### src/rtl/glm_pkg.sv
// Shared constants, types and state codes of the gain and level meter.
package glm_pkg;

   localparam int SAMPLE_BITS       = 24;
   localparam int MAX_BLOCK_SAMPLES = 16384;
   localparam int COUNT_BITS        = $clog2(MAX_BLOCK_SAMPLES + 1);
   localparam int SUM_BITS          = 38;
   localparam int LEVEL_BITS        = 16;
   localparam int GAIN_BITS         = 17;
   localparam int COEF_BITS         = 16;
   localparam int FRAC_BITS         = 16;
   localparam int MEAN_SHIFT        = SAMPLE_BITS - 1 - LEVEL_BITS;
   localparam int DIVIDEND_BITS     = SUM_BITS - MEAN_SHIFT;
   localparam int DIV_HI_BITS       = DIVIDEND_BITS - LEVEL_BITS;
   localparam int STEP_BITS         = $clog2(LEVEL_BITS);
   localparam int PROD_BITS         = SAMPLE_BITS + GAIN_BITS;
   localparam int MAG_BITS          = PROD_BITS + 1 - FRAC_BITS;
   localparam int CSR_INDEX_BITS    = 2;
   localparam int CSR_DATA_BITS     = GAIN_BITS;

   localparam logic [CSR_INDEX_BITS-1:0] CSR_GAIN    = 2'd0;
   localparam logic [CSR_INDEX_BITS-1:0] CSR_ATTACK  = 2'd1;
   localparam logic [CSR_INDEX_BITS-1:0] CSR_RELEASE = 2'd2;

   localparam logic [GAIN_BITS-1:0] GAIN_RESET = GAIN_BITS'(32768);
   localparam logic [PROD_BITS:0]   ROUND_HALF = (PROD_BITS + 1)'(1) << (FRAC_BITS - 1);

   typedef enum logic [3:0] {
      S_IDLE,
      S_MUL,
      S_SAT,
      S_DIVI,
      S_WAITI,
      S_SMI_MUL,
      S_SMI_UPD,
      S_DIVO,
      S_WAITO,
      S_SMO_MUL,
      S_SMO_UPD,
      S_PUSH
   } state_type;

   typedef struct packed {
      logic                     start;
      logic [DIVIDEND_BITS-1:0] dividend;
      logic [COUNT_BITS-1:0]    divisor;
   } div_req_type;

   typedef struct packed {
      logic                  done;
      logic [LEVEL_BITS-1:0] quotient;
   } div_rsp_type;

endpackage

### src/rtl/gain_and_level_meter.sv
// Top level: sample gain with saturation and block mean-level meters with smoothing.
//
//  Channel | Direction | Handshake                 | Payload
//  req     | in        | req_valid / req_stall     | sample_in, block_end
//  rsp     | out       | rsp_valid / rsp_stall     | sample_out, input/output_level, updated
//  csr     | in        | csr_valid / csr_ready     | csr_index, csr_data
//
// An ordinary sample passes through the multiply, saturate and push states to the
// result register.
// A block-ending sample also takes the input mean on the shared divider, smooths the
// input meter, then does the same for the output mean and meter before the push.
// The block takes one sample at a time; a finished result may wait in the output register.
// Reset restores the register defaults and clears the sums, the count and both meters.
// A stalled result holds while the next sample is already processed.
module gain_and_level_meter (
   input  logic                                  clock,
   input  logic                                  reset,
   input  logic                                  req_valid,
   output logic                                  req_stall,
   input  logic signed [glm_pkg::SAMPLE_BITS-1:0] req_sample_in,
   input  logic                                  req_block_end,
   output logic                                  rsp_valid,
   input  logic                                  rsp_stall,
   output logic signed [glm_pkg::SAMPLE_BITS-1:0] rsp_sample_out,
   output logic [glm_pkg::LEVEL_BITS-1:0]         rsp_input_level,
   output logic [glm_pkg::LEVEL_BITS-1:0]         rsp_output_level,
   output logic                                  rsp_levels_updated,
   input  logic                                  csr_valid,
   output logic                                  csr_ready,
   input  logic [glm_pkg::CSR_INDEX_BITS-1:0]     csr_index,
   input  logic [glm_pkg::CSR_DATA_BITS-1:0]      csr_data
);

   localparam int SB = glm_pkg::SAMPLE_BITS;
   localparam int LB = glm_pkg::LEVEL_BITS;

   glm_pkg::state_type state_ff, state_in;

   logic [glm_pkg::GAIN_BITS-1:0]  gain_ff;
   logic [glm_pkg::COEF_BITS-1:0]  attack_ff;
   logic [glm_pkg::COEF_BITS-1:0]  release_ff;
   logic [glm_pkg::SUM_BITS-1:0]   in_sum_ff;
   logic [glm_pkg::SUM_BITS-1:0]   out_sum_ff;
   logic [glm_pkg::COUNT_BITS-1:0] count_ff;
   logic [LB-1:0]                  in_meter_ff;
   logic [LB-1:0]                  out_meter_ff;

   logic [SB-1:0]                  ax_ff;
   logic                           neg_ff;
   logic                           end_ff;
   logic [glm_pkg::PROD_BITS-1:0]  prod_ff;
   logic                           rise_ff;
   logic [SB-1:0]                  ybits_ff;

   logic                           rsp_valid_ff, rsp_valid_in;
   logic [SB-1:0]                  rsp_sample_ff;
   logic [LB-1:0]                  rsp_in_level_ff;
   logic [LB-1:0]                  rsp_out_level_ff;
   logic                           rsp_updated_ff;

   logic                           accept;
   logic                           push;
   logic                           sel_out;
   logic                           smooth_mul;
   logic [SB-1:0]                  mul_a;
   logic [glm_pkg::GAIN_BITS-1:0]  mul_b;
   logic [glm_pkg::PROD_BITS-1:0]  mul_p;
   logic [LB-1:0]                  level;
   logic [LB-1:0]                  target;
   logic                           rise;
   logic [LB-1:0]                  level_diff;
   logic [glm_pkg::COEF_BITS-1:0]  coef;
   logic [2*LB:0]                  step_sum;
   logic [LB-1:0]                  step;
   logic [glm_pkg::PROD_BITS:0]    rounded;
   logic [glm_pkg::MAG_BITS-1:0]   mag;
   logic [SB-1:0]                  limit;
   logic [SB-1:0]                  yabs;
   logic [SB-1:0]                  sample_bits;
   logic                           room;

   glm_pkg::div_req_type div_req;
   glm_pkg::div_rsp_type div_rsp;

   glm_div u_div (
      .clock   (clock),
      .reset   (reset),
      .div_req (div_req),
      .div_rsp (div_rsp)
   );

   assign req_stall = state_ff != glm_pkg::S_IDLE;
   assign accept    = req_valid && !req_stall;
   assign csr_ready = 1'b1;
   assign push      = (state_ff == glm_pkg::S_PUSH) && (!rsp_valid_ff || !rsp_stall);

   always_comb begin
      state_in = state_ff;
      unique case (state_ff)
         glm_pkg::S_IDLE:    if (accept) state_in = glm_pkg::S_MUL;
         glm_pkg::S_MUL:     state_in = glm_pkg::S_SAT;
         glm_pkg::S_SAT:     state_in = end_ff ? glm_pkg::S_DIVI : glm_pkg::S_PUSH;
         glm_pkg::S_DIVI:    state_in = glm_pkg::S_WAITI;
         glm_pkg::S_WAITI:   if (div_rsp.done) state_in = glm_pkg::S_SMI_MUL;
         glm_pkg::S_SMI_MUL: state_in = glm_pkg::S_SMI_UPD;
         glm_pkg::S_SMI_UPD: state_in = glm_pkg::S_DIVO;
         glm_pkg::S_DIVO:    state_in = glm_pkg::S_WAITO;
         glm_pkg::S_WAITO:   if (div_rsp.done) state_in = glm_pkg::S_SMO_MUL;
         glm_pkg::S_SMO_MUL: state_in = glm_pkg::S_SMO_UPD;
         glm_pkg::S_SMO_UPD: state_in = glm_pkg::S_PUSH;
         glm_pkg::S_PUSH:    if (push) state_in = glm_pkg::S_IDLE;
         default:            state_in = glm_pkg::S_IDLE;
      endcase
   end

   always_comb begin
      div_req    = '0;
      sel_out    = 1'b0;
      smooth_mul = 1'b0;
      unique case (state_ff)
         glm_pkg::S_DIVI: begin
            div_req.start    = 1'b1;
            div_req.dividend = in_sum_ff[glm_pkg::SUM_BITS-1:glm_pkg::MEAN_SHIFT];
            div_req.divisor  = count_ff;
         end
         glm_pkg::S_DIVO: begin
            div_req.start    = 1'b1;
            div_req.dividend = out_sum_ff[glm_pkg::SUM_BITS-1:glm_pkg::MEAN_SHIFT];
            div_req.divisor  = count_ff;
         end
         glm_pkg::S_SMI_MUL: smooth_mul = 1'b1;
         glm_pkg::S_SMO_MUL: begin
            smooth_mul = 1'b1;
            sel_out    = 1'b1;
         end
         glm_pkg::S_SMO_UPD: sel_out = 1'b1;
         default: ;
      endcase
   end

   // Shared multiplier: gain product for the sample, coefficient product for smoothing.
   assign level      = sel_out ? out_meter_ff : in_meter_ff;
   assign target     = div_rsp.quotient;
   assign rise       = target > level;
   assign level_diff = rise ? target - level : level - target;
   assign coef       = rise ? attack_ff : release_ff;
   assign mul_a      = smooth_mul ? SB'(level_diff) : ax_ff;
   assign mul_b      = smooth_mul ? glm_pkg::GAIN_BITS'(coef) : gain_ff;
   assign mul_p      = glm_pkg::PROD_BITS'(mul_a) * glm_pkg::PROD_BITS'(mul_b);

   assign step_sum = (2*LB+1)'(prod_ff[2*LB-1:0]) + ((2*LB+1)'(1) << (LB - 1));
   assign step     = step_sum[2*LB-1:LB];

   assign rounded     = {1'b0, prod_ff} + glm_pkg::ROUND_HALF;
   assign mag         = rounded[glm_pkg::PROD_BITS:glm_pkg::FRAC_BITS];
   assign limit       = neg_ff ? (SB'(1) << (SB - 1)) : ((SB'(1) << (SB - 1)) - SB'(1));
   assign yabs        = (mag > glm_pkg::MAG_BITS'(limit)) ? limit : mag[SB-1:0];
   assign sample_bits = req_sample_in;
   assign room        = count_ff < glm_pkg::COUNT_BITS'(glm_pkg::MAX_BLOCK_SAMPLES);

   assign rsp_valid_in = push ? 1'b1 : (rsp_valid_ff && rsp_stall);

   always_ff @(posedge clock) begin
      if (reset) begin
         state_ff     <= glm_pkg::S_IDLE;
         rsp_valid_ff <= 1'b0;
         gain_ff      <= glm_pkg::GAIN_RESET;
         attack_ff    <= '0;
         release_ff   <= '0;
         in_sum_ff    <= '0;
         out_sum_ff   <= '0;
         count_ff     <= '0;
         in_meter_ff  <= '0;
         out_meter_ff <= '0;
      end else begin
         state_ff     <= state_in;
         rsp_valid_ff <= rsp_valid_in;
         if (csr_valid && csr_ready) begin
            unique case (csr_index)
               glm_pkg::CSR_GAIN:    gain_ff    <= csr_data;
               glm_pkg::CSR_ATTACK:  attack_ff  <= csr_data[glm_pkg::COEF_BITS-1:0];
               glm_pkg::CSR_RELEASE: release_ff <= csr_data[glm_pkg::COEF_BITS-1:0];
               default: ;
            endcase
         end
         if (state_ff == glm_pkg::S_SAT && room) begin
            in_sum_ff  <= in_sum_ff + glm_pkg::SUM_BITS'(ax_ff);
            out_sum_ff <= out_sum_ff + glm_pkg::SUM_BITS'(yabs);
            count_ff   <= count_ff + 1'b1;
         end
         if (state_ff == glm_pkg::S_SMI_UPD) begin
            in_meter_ff <= rise_ff ? in_meter_ff + step : in_meter_ff - step;
         end
         if (state_ff == glm_pkg::S_SMO_UPD) begin
            out_meter_ff <= rise_ff ? out_meter_ff + step : out_meter_ff - step;
            in_sum_ff    <= '0;
            out_sum_ff   <= '0;
            count_ff     <= '0;
         end
      end
   end

   always_ff @(posedge clock) begin
      if (accept) begin
         neg_ff <= sample_bits[SB-1];
         ax_ff  <= sample_bits[SB-1] ? SB'(~sample_bits + SB'(1)) : sample_bits;
         end_ff <= req_block_end;
      end
      if (state_ff == glm_pkg::S_MUL || smooth_mul) begin
         prod_ff <= mul_p;
      end
      if (smooth_mul) begin
         rise_ff <= rise;
      end
      if (state_ff == glm_pkg::S_SAT) begin
         ybits_ff <= neg_ff ? SB'(~yabs + SB'(1)) : yabs;
      end
      if (push) begin
         rsp_sample_ff    <= ybits_ff;
         rsp_in_level_ff  <= in_meter_ff;
         rsp_out_level_ff <= out_meter_ff;
         rsp_updated_ff   <= end_ff;
      end
   end

   assign rsp_valid          = rsp_valid_ff;
   assign rsp_sample_out     = rsp_sample_ff;
   assign rsp_input_level    = rsp_in_level_ff;
   assign rsp_output_level   = rsp_out_level_ff;
   assign rsp_levels_updated = rsp_updated_ff;

endmodule

### src/rtl/glm_div.sv
// Radix-2 restoring divider that forms a clamped 16-bit mean level, one bit per cycle.
module glm_div (
   input  logic                 clock,
   input  logic                 reset,
   input  glm_pkg::div_req_type div_req,
   output glm_pkg::div_rsp_type div_rsp
);

   localparam int CMP_BITS = (glm_pkg::DIV_HI_BITS > glm_pkg::COUNT_BITS) ?
                             glm_pkg::DIV_HI_BITS : glm_pkg::COUNT_BITS;

   logic                             busy_ff, busy_in;
   logic                             done_ff, done_in;
   logic                             over_ff, over_in;
   logic [glm_pkg::STEP_BITS-1:0]    cnt_ff, cnt_in;
   logic [glm_pkg::COUNT_BITS-1:0]   rem_ff, rem_in;
   logic [glm_pkg::LEVEL_BITS-1:0]   quo_ff, quo_in;
   logic [glm_pkg::COUNT_BITS-1:0]   div_ff, div_in;
   logic [glm_pkg::DIV_HI_BITS-1:0]  hi;
   logic [glm_pkg::COUNT_BITS:0]     trial;
   logic [glm_pkg::COUNT_BITS:0]     diff;
   logic                             ge;

   assign hi    = div_req.dividend[glm_pkg::DIVIDEND_BITS-1:glm_pkg::LEVEL_BITS];
   assign trial = {rem_ff, quo_ff[glm_pkg::LEVEL_BITS-1]};
   assign ge    = trial >= {1'b0, div_ff};
   assign diff  = trial - {1'b0, div_ff};

   always_comb begin
      busy_in = busy_ff;
      done_in = 1'b0;
      over_in = over_ff;
      cnt_in  = cnt_ff;
      rem_in  = rem_ff;
      quo_in  = quo_ff;
      div_in  = div_ff;
      if (div_req.start) begin
         busy_in = 1'b1;
         over_in = CMP_BITS'(hi) >= CMP_BITS'(div_req.divisor);
         cnt_in  = '0;
         rem_in  = glm_pkg::COUNT_BITS'(hi);
         quo_in  = div_req.dividend[glm_pkg::LEVEL_BITS-1:0];
         div_in  = div_req.divisor;
      end else if (busy_ff) begin
         rem_in = ge ? diff[glm_pkg::COUNT_BITS-1:0] : trial[glm_pkg::COUNT_BITS-1:0];
         quo_in = {quo_ff[glm_pkg::LEVEL_BITS-2:0], ge};
         cnt_in = cnt_ff + 1'b1;
         if (cnt_ff == glm_pkg::STEP_BITS'(glm_pkg::LEVEL_BITS - 1)) begin
            busy_in = 1'b0;
            done_in = 1'b1;
         end
      end
   end

   always_ff @(posedge clock) begin
      if (reset) begin
         busy_ff <= 1'b0;
         done_ff <= 1'b0;
      end else begin
         busy_ff <= busy_in;
         done_ff <= done_in;
      end
      over_ff <= over_in;
      cnt_ff  <= cnt_in;
      rem_ff  <= rem_in;
      quo_ff  <= quo_in;
      div_ff  <= div_in;
   end

   assign div_rsp.done     = done_ff;
   assign div_rsp.quotient = over_ff ? '1 : quo_ff;

endmodule

### config.mk
export PLATFORM = sky130hd
export DESIGN_NAME = gain_and_level_meter
export DESIGN_NICKNAME = d
export VERILOG_FILES = /design/src/rtl/glm_pkg.sv /design/src/rtl/gain_and_level_meter.sv /design/src/rtl/glm_div.sv
export SDC_FILE = /design/constraint.sdc
export NUM_CORES = 2
export LEC_CHECK = 0
export BUFFER_PORTS_ARGS = -buffer_cell sky130_fd_sc_hd__buf_2
export CORE_UTILIZATION = 30
export CTS_CLUSTER_SIZE = 8
export DETAILED_ROUTE_END_ITERATION = 16
export HOLD_SLACK_MARGIN = 0.06
export PLACE_DENSITY = 0.54
export SLEW_MARGIN = 20
export SYNTH_ARGS = -nofsm -noshare
export SYNTH_HDL_FRONTEND = slang
export SYNTH_HIERARCHICAL = 1
export SYNTH_SLANG_ARGS = --single-unit
### constraint.sdc
create_clock -name clock -period 14.6 [get_ports clock]
set_clock_uncertainty 0.1 [all_clocks]
set_input_delay 2.92 -clock clock [delete_from_list [all_inputs] [get_ports clock]]
set_output_delay 2.92 -clock clock [all_outputs]
set_load 0.03 [all_outputs]
* Word level (Yosys, flattened, before mapping)
Index checks and enable logic that the tools add are counted.
Storage, ports and cells: input bits 49, bits in registers 379
Operators by class: reductions and logical operators 21, mux-type cells 31, add/subtract/negate cells 15, magnitude comparators 5, bitwise logic cells 3, $mul 1, equal/unequal tests 18
Operators with widths (count):
- $mux W16 | 8
- $mux W24 | 4
- $pmux W47 S2 | 1
- $add A38 B24 Y38 | 2
- $sub A16 B16 Y16 | 4
- $add A24 B1 Y24 const B | 2
- $not A24 Y24 | 2
- $pmux W4 S12 | 1
- $mux W15 | 3
- $add A41 B16 Y42 const B | 1
- $mul A24 B17 Y41 | 1
- $add A16 B16 Y16 | 2
- $add A32 B16 Y32 const B | 1
- $gt A26 B24 Y1 | 1
- $mux W23 | 1
- $eq A4 B4 Y1 const B | 5
- $mux W4 | 5
- $mux W17 | 1
- $eq A4 B3 Y1 const B | 4
- $ge A16 B15 Y1 | 1
- $gt A16 B16 Y1 | 1
- $add A15 B1 Y15 const B | 1
- $ge A15 B15 Y1 | 1
- $lt A15 B15 Y1 const B | 1
- 21 further kinds | 40

* Longest topological paths before layout
word-level depth 8, gate-level depth with buffers 43, mapped depth without buffers 39

* Modules after synthesis
The synthesis kept the hierarchy.
Modules (own cells, without submodules):
- gain_and_level_meter | instances 1, area each 31805.5 um^2, sequential area each 7567.3 um^2, cells an instance 3655
- glm_div | instances 1, area each 3443.3 um^2, sequential area each 1531.5 um^2, cells an instance 321

* Least setup slack after synthesis
OpenSTA, ideal clock, no wires.
kind register to register, start point register state_ff[0], end point register prod_ff[40] (netlist bit) (data pin), cell stages (with the launch flop) 42, path slack 4.184 ns, data arrival time 10.056 ns, setup time 0.260 ns, buffers on the path 4, required time 14.240 ns, path through dfxtp_1 nand2b_1 clkbuf_1 nand2_1 nand2_1 clkbuf_1 mux2_2 ha_1 fa_1 nand2b_1 a211oi_1 o21ai_1 a31o_4 buf_6 mux2i_1 a221o_1 a221oi_1 xor2_1 [... 6 more ...] inv_1 fa_1 inv_1 fa_1 fa_1 inv_1 fa_1 inv_1 ha_1 a21o_1 a21oi_1 a21oi_1 a221o_1 a21oi_1 a2bb2oi_1 o21ai_0 o41a_1 xnor2_1
Between the ends: word-level cells in the longest chain between the ends 8
RTL lines:
- from (decl) | RTL line gain_and_level_meter.sv:37 | glm_pkg::state_type state_ff, state_in;
- from (signal assigned) | RTL line gain_and_level_meter.sv:165 | state_ff <= glm_pkg::S_IDLE;
- from (signal assigned) | RTL line gain_and_level_meter.sv:176 | state_ff <= state_in;
- $eq A4 B4 Y1 | RTL line gain_and_level_meter.sv:120 | unique case (state_ff)
- $reduce_or A2 Y1 (no line)
- $mux W1 | RTL line gain_and_level_meter.sv:120
- $mux W16 | RTL line gain_and_level_meter.sv:142 | assign level = sel_out ? out_meter_ff : in_meter_ff;
- $sub A16 B16 Y16 or $gt A16 B16 Y1 (tied branches) | RTL line gain_and_level_meter.sv:145, gain_and_level_meter.sv:144
- $mux W16, on equally long branches | RTL line gain_and_level_meter.sv:145, gain_and_level_meter.sv:146
- $mux W24 or $mux W17 (tied branches) | RTL line gain_and_level_meter.sv:147, gain_and_level_meter.sv:148
- $mul A24 B17 Y41 * | RTL line gain_and_level_meter.sv:149 | assign mul_p = glm_pkg::PROD_BITS'(mul_a) * glm_pkg::PROD_BITS'(mul_b);
- named net mul_p, one bit | RTL line gain_and_level_meter.sv:67 | logic [glm_pkg::PROD_BITS-1:0] mul_p;
- to (signal assigned) | RTL line gain_and_level_meter.sv:210 | prod_ff <= mul_p;
- to (decl) | RTL line gain_and_level_meter.sv:51 | logic [glm_pkg::PROD_BITS-1:0] prod_ff;
Mark *: on every way through the listed nets, which the timed path passes. The rest lies on a longest branch. A chain may end at the register's enable or synchronous reset.

* Worst setup path after layout
start point register state_ff[3], end point register prod_ff[40] (netlist bit) (data pin)
The elaborated chain is that of the path after synthesis.

==> impl_metrics.yaml <==
power:
  irDropWorstVdd_mv: 0.0848
  power_frac_seq: 0.296
  p_leak_uw: 0.0173
  powerDensity_nw_per_um2: 117
  combPwrFrac: 0.446
  p_int_uw: 2700
  power.total_uw: 4560
  net-switching-power_uw: 1860
  clockPowerShare: 0.258
  switching_share: 0.408
sta:
  period_minus_slack_ns: 12.08
  max_freq_ghz: 0.0828
  hold_violations: 0
  maxSlewViolCount: 0
  setup_slack_ns: 2.52
  max_slew_margin: 0.228
  setup_viol: 0
  rsz0062_at_grt: "no"
  worst_pin_slew_ns: 1.14
  setup_tns_ns: 0
  post-route-period-util: 0.827
flow_run:
  cap_violations: 0
global_route:
  grt_max_degree: 91
  grtUsageMet1: 0.243
  use_met3: 0.0203
  gr-total-overflow: 0
  grt.total_usage: 0.174
  met2_usage: 0.282
  busiest_layer: "met2"
  grt_pass1_vias: 27200
  grt_pass1_wl_mm: 161
  antenna_found_initial: 12
yosys:
  synth_edf_count: 181
  synthCells: 3976
  synth_seq_cells: 364
  synth_top_area_frac: 0.190
  synthesis.nets: 4641
  synth.area.top_cells: "fa_1 (19%), edfxtp_1 (15%), dfxtp_1 (10%), ha_1 (10%), nand2_1 (6.0%)"
  avgSynthCellArea_sq_um: 8.87
  synthDistinctLibCells: 86
  ys.flop_type: "dfxtp_1"
  async_flop_share: 0
  synth_top_cell_by_area: "fa_1"
  synth.yosys.seq_area_share: 0.258
  netlist_area_sq_um: 35200
  yosysWarnings: 6
clocking:
  cts_buffers: 53
  numClockSinks: 364
  insertion_delay_ns: 0.62
  postCtsSetupRepairBufs: 0
  clock_tree.buffer_depth: 3
  htree_levels: 2
  cts_tree: "done"
  cts-resized-gates: 0
  root_buffer: "clkbuf_16"
  clk_pin_slew_ns: 0.05
  hold_buffers: 0
cells_and_area:
  drive_above_1_share: 0.0773
  final_nets: 4676
  areaGrowthSynthToFinish_pct: 10.6
  mostFrequentLayoutCells: "nand2_1 (568), inv_1 (528), fa_1 (334)"
  final_common_cell: "nand2_1"
  final_cells: 5576
worst_setup_path:
  cp_common_cell: "fa_1"
  crit_path_start_kind: "flop"
  crit_path_end_kind: "flop"
  crit_slowest_cell: "dfxtp_1"
  reg2reg_slack_ns: 2.52
  crit_family: "adder cells"
  critPathKind: "flop to flop"
  max_stage_delay_ns: 0.75
  r2r-start: "state_ff[3]$_SDFFE_PP0P_"
  path_depth: 35
  timing.rr.end: "prod_ff[40]$_DFFE_PP_"
  crit_buf_inv: 4
  reg2reg_depth: 35
  crit_arrival_ns: 12.33
  required_ns: 14.85
  cp_max_fo: 32
floorplan:
  die_y_um: 345
  die_w_um: 345
  dieArea_sq_um: 119000
  rows: 125
  core_area_sq_um: 116000
  start_util: 0.303
  num_io_pins: 109
run_status:
  status: "finished clean"
place:
  dpl.hpwl_mm: 79.9
  dpl.cell_count: 5479
  dp_slack_ns: 2.61
  port-buffer-count: 107
  gp_congestion: 0.900
hold_path:
  hold_start: "ybits_ff[23]$_DFFE_PN_"
  whs_path_depth: 0
  holdPathEnd: "rsp_sample_out[23]$_DFFE_PP_"
  min_path_type: "flop to flop"
route:
  drc: 0
  vias: 27600
  dr.pass1.iters: 7
  wirelength_mm: 103
  drt_iter0_drc: 1861
  avgViaCountPerCell: 4.94
  detail-route-antenna-nets: 0
  wl_per_cell_um: 18.5
==> cells in the mapped netlist (45+ instances only) <==
library cell,n
a21o_1,85
a21oi_1,307
and2_1,53
and3_1,97
clkbuf_1,129
dfxtp_1,183
edfxtp_1,181
fa_1,334
ha_1,282
inv_1,528
mux2i_1,48
nand2_1,568
nand2b_1,45
nand3_1,60
nor2_1,254
o21ai_0,86
xnor2_1,130
xor2_1,71
==> power by group through the flow <==
stage	combinational, uW	clock [uW]	sequential [uW]
5_1_grt	2290	1260	1360
6_report	2040	1180	1350
2_1_floorplan	1510	0	1300
3_3_place_gp	2010	0	1370
4_1_cts	2040	1210	1350
3_5_place_dp	2020	0	1370
==> state kept, by name (all words and copies together) (netlist names), 16 cells and up <==
name / cells
prod_ff: 26
rsp_output_level: 16
rsp_sample_out: 24
ax_ff: 24
release_ff: 16
ybits_ff: 24
out_sum_ff: 38
in_meter_ff: 16
gain_ff: 17
attack_ff: 16
u_div/quo_ff: 16
rsp_input_level: 16
out_meter_ff: 16
in_sum_ff: 38
==> how the worst max path moves through the flow <==
stage                             to                startpoint
2_1_floorplan  prod_ff[40]$_DFFE_PP_  state_ff[0]$_SDFFE_PP0P_
3_3_place_gp   prod_ff[40]$_DFFE_PP_  state_ff[3]$_SDFFE_PP0P_
3_5_place_dp   prod_ff[40]$_DFFE_PP_  state_ff[3]$_SDFFE_PP0P_
4_1_cts        prod_ff[40]$_DFFE_PP_  state_ff[3]$_SDFFE_PP0P_
5_1_grt        prod_ff[40]$_DFFE_PP_  state_ff[0]$_SDFFE_PP0P_
6_report       prod_ff[40]$_DFFE_PP_  state_ff[3]$_SDFFE_PP0P_
==> kinds of logic after synthesis <==
group                    Yosys count  share of synthesized area
buffers and inverters            703                     0.0765
AND/OR/NAND/NOR                 1282                      0.169
flip-flops                       364                      0.258
adder cells (fa/ha/maj)          616                      0.290
other                              1                   0.000106
XOR/XNOR                         201                     0.0499
multiplexers                      89                     0.0270
AO/OA/AOI/OAI                    720                      0.130
==> per-layer routing <==
metal / vias up / part of all wire
met5: - / 0.0012
met4: 20 / 0.026
met3: 154 / 0.052
met2: 704 / 0.46
met1: 13400 / 0.46
li1: 13300 / -
==> worst reg2reg max path, delay by kind of cell (launching register included) <==
| family | cells | cell delay (ns) |
|---|---|---|
| AOI/OAI and AO/OA | 12 | 3.58 |
| and+or+nand+nor | 6 | 1.35 |
| xor gates and xnor gates | 2 | 0.27 |
| DFF | 1 | 0.75 |
| buffers and inverters | 4 | 0.82 |
| muxes | 2 | 0.93 |
| adders and majority gates | 9 | 4.02 |
==> final cells by class <==
cell class / count / area [sq um]
Inverter: 531 / 1990
Fill cell: 12100 / 77400
Clock inverter: 4 / 63.8
Clock buffer: 90 / 1510
Multi-Input combinational cell: 2909 / 23500
Timing Repair Buffer: 152 / 896
Antenna cell: 2 / 5.00
Tap cell: 1524 / 1910
Sequential cell: 364 / 9100
==> metrics by stage <==
step,util,hold slack [ns],instance area [sq um]
2_1_floorplan,-,0.300,35200
3_3_place_gp,0.321,0.304,37400
3_5_place_dp,0.321,0.305,37400
4_1_cts,0.335,0.315,39000
5_1_grt,0.335,0.322,39000
6_report,0.335,0.315,39000
Power figures use the tool's default switching activity.
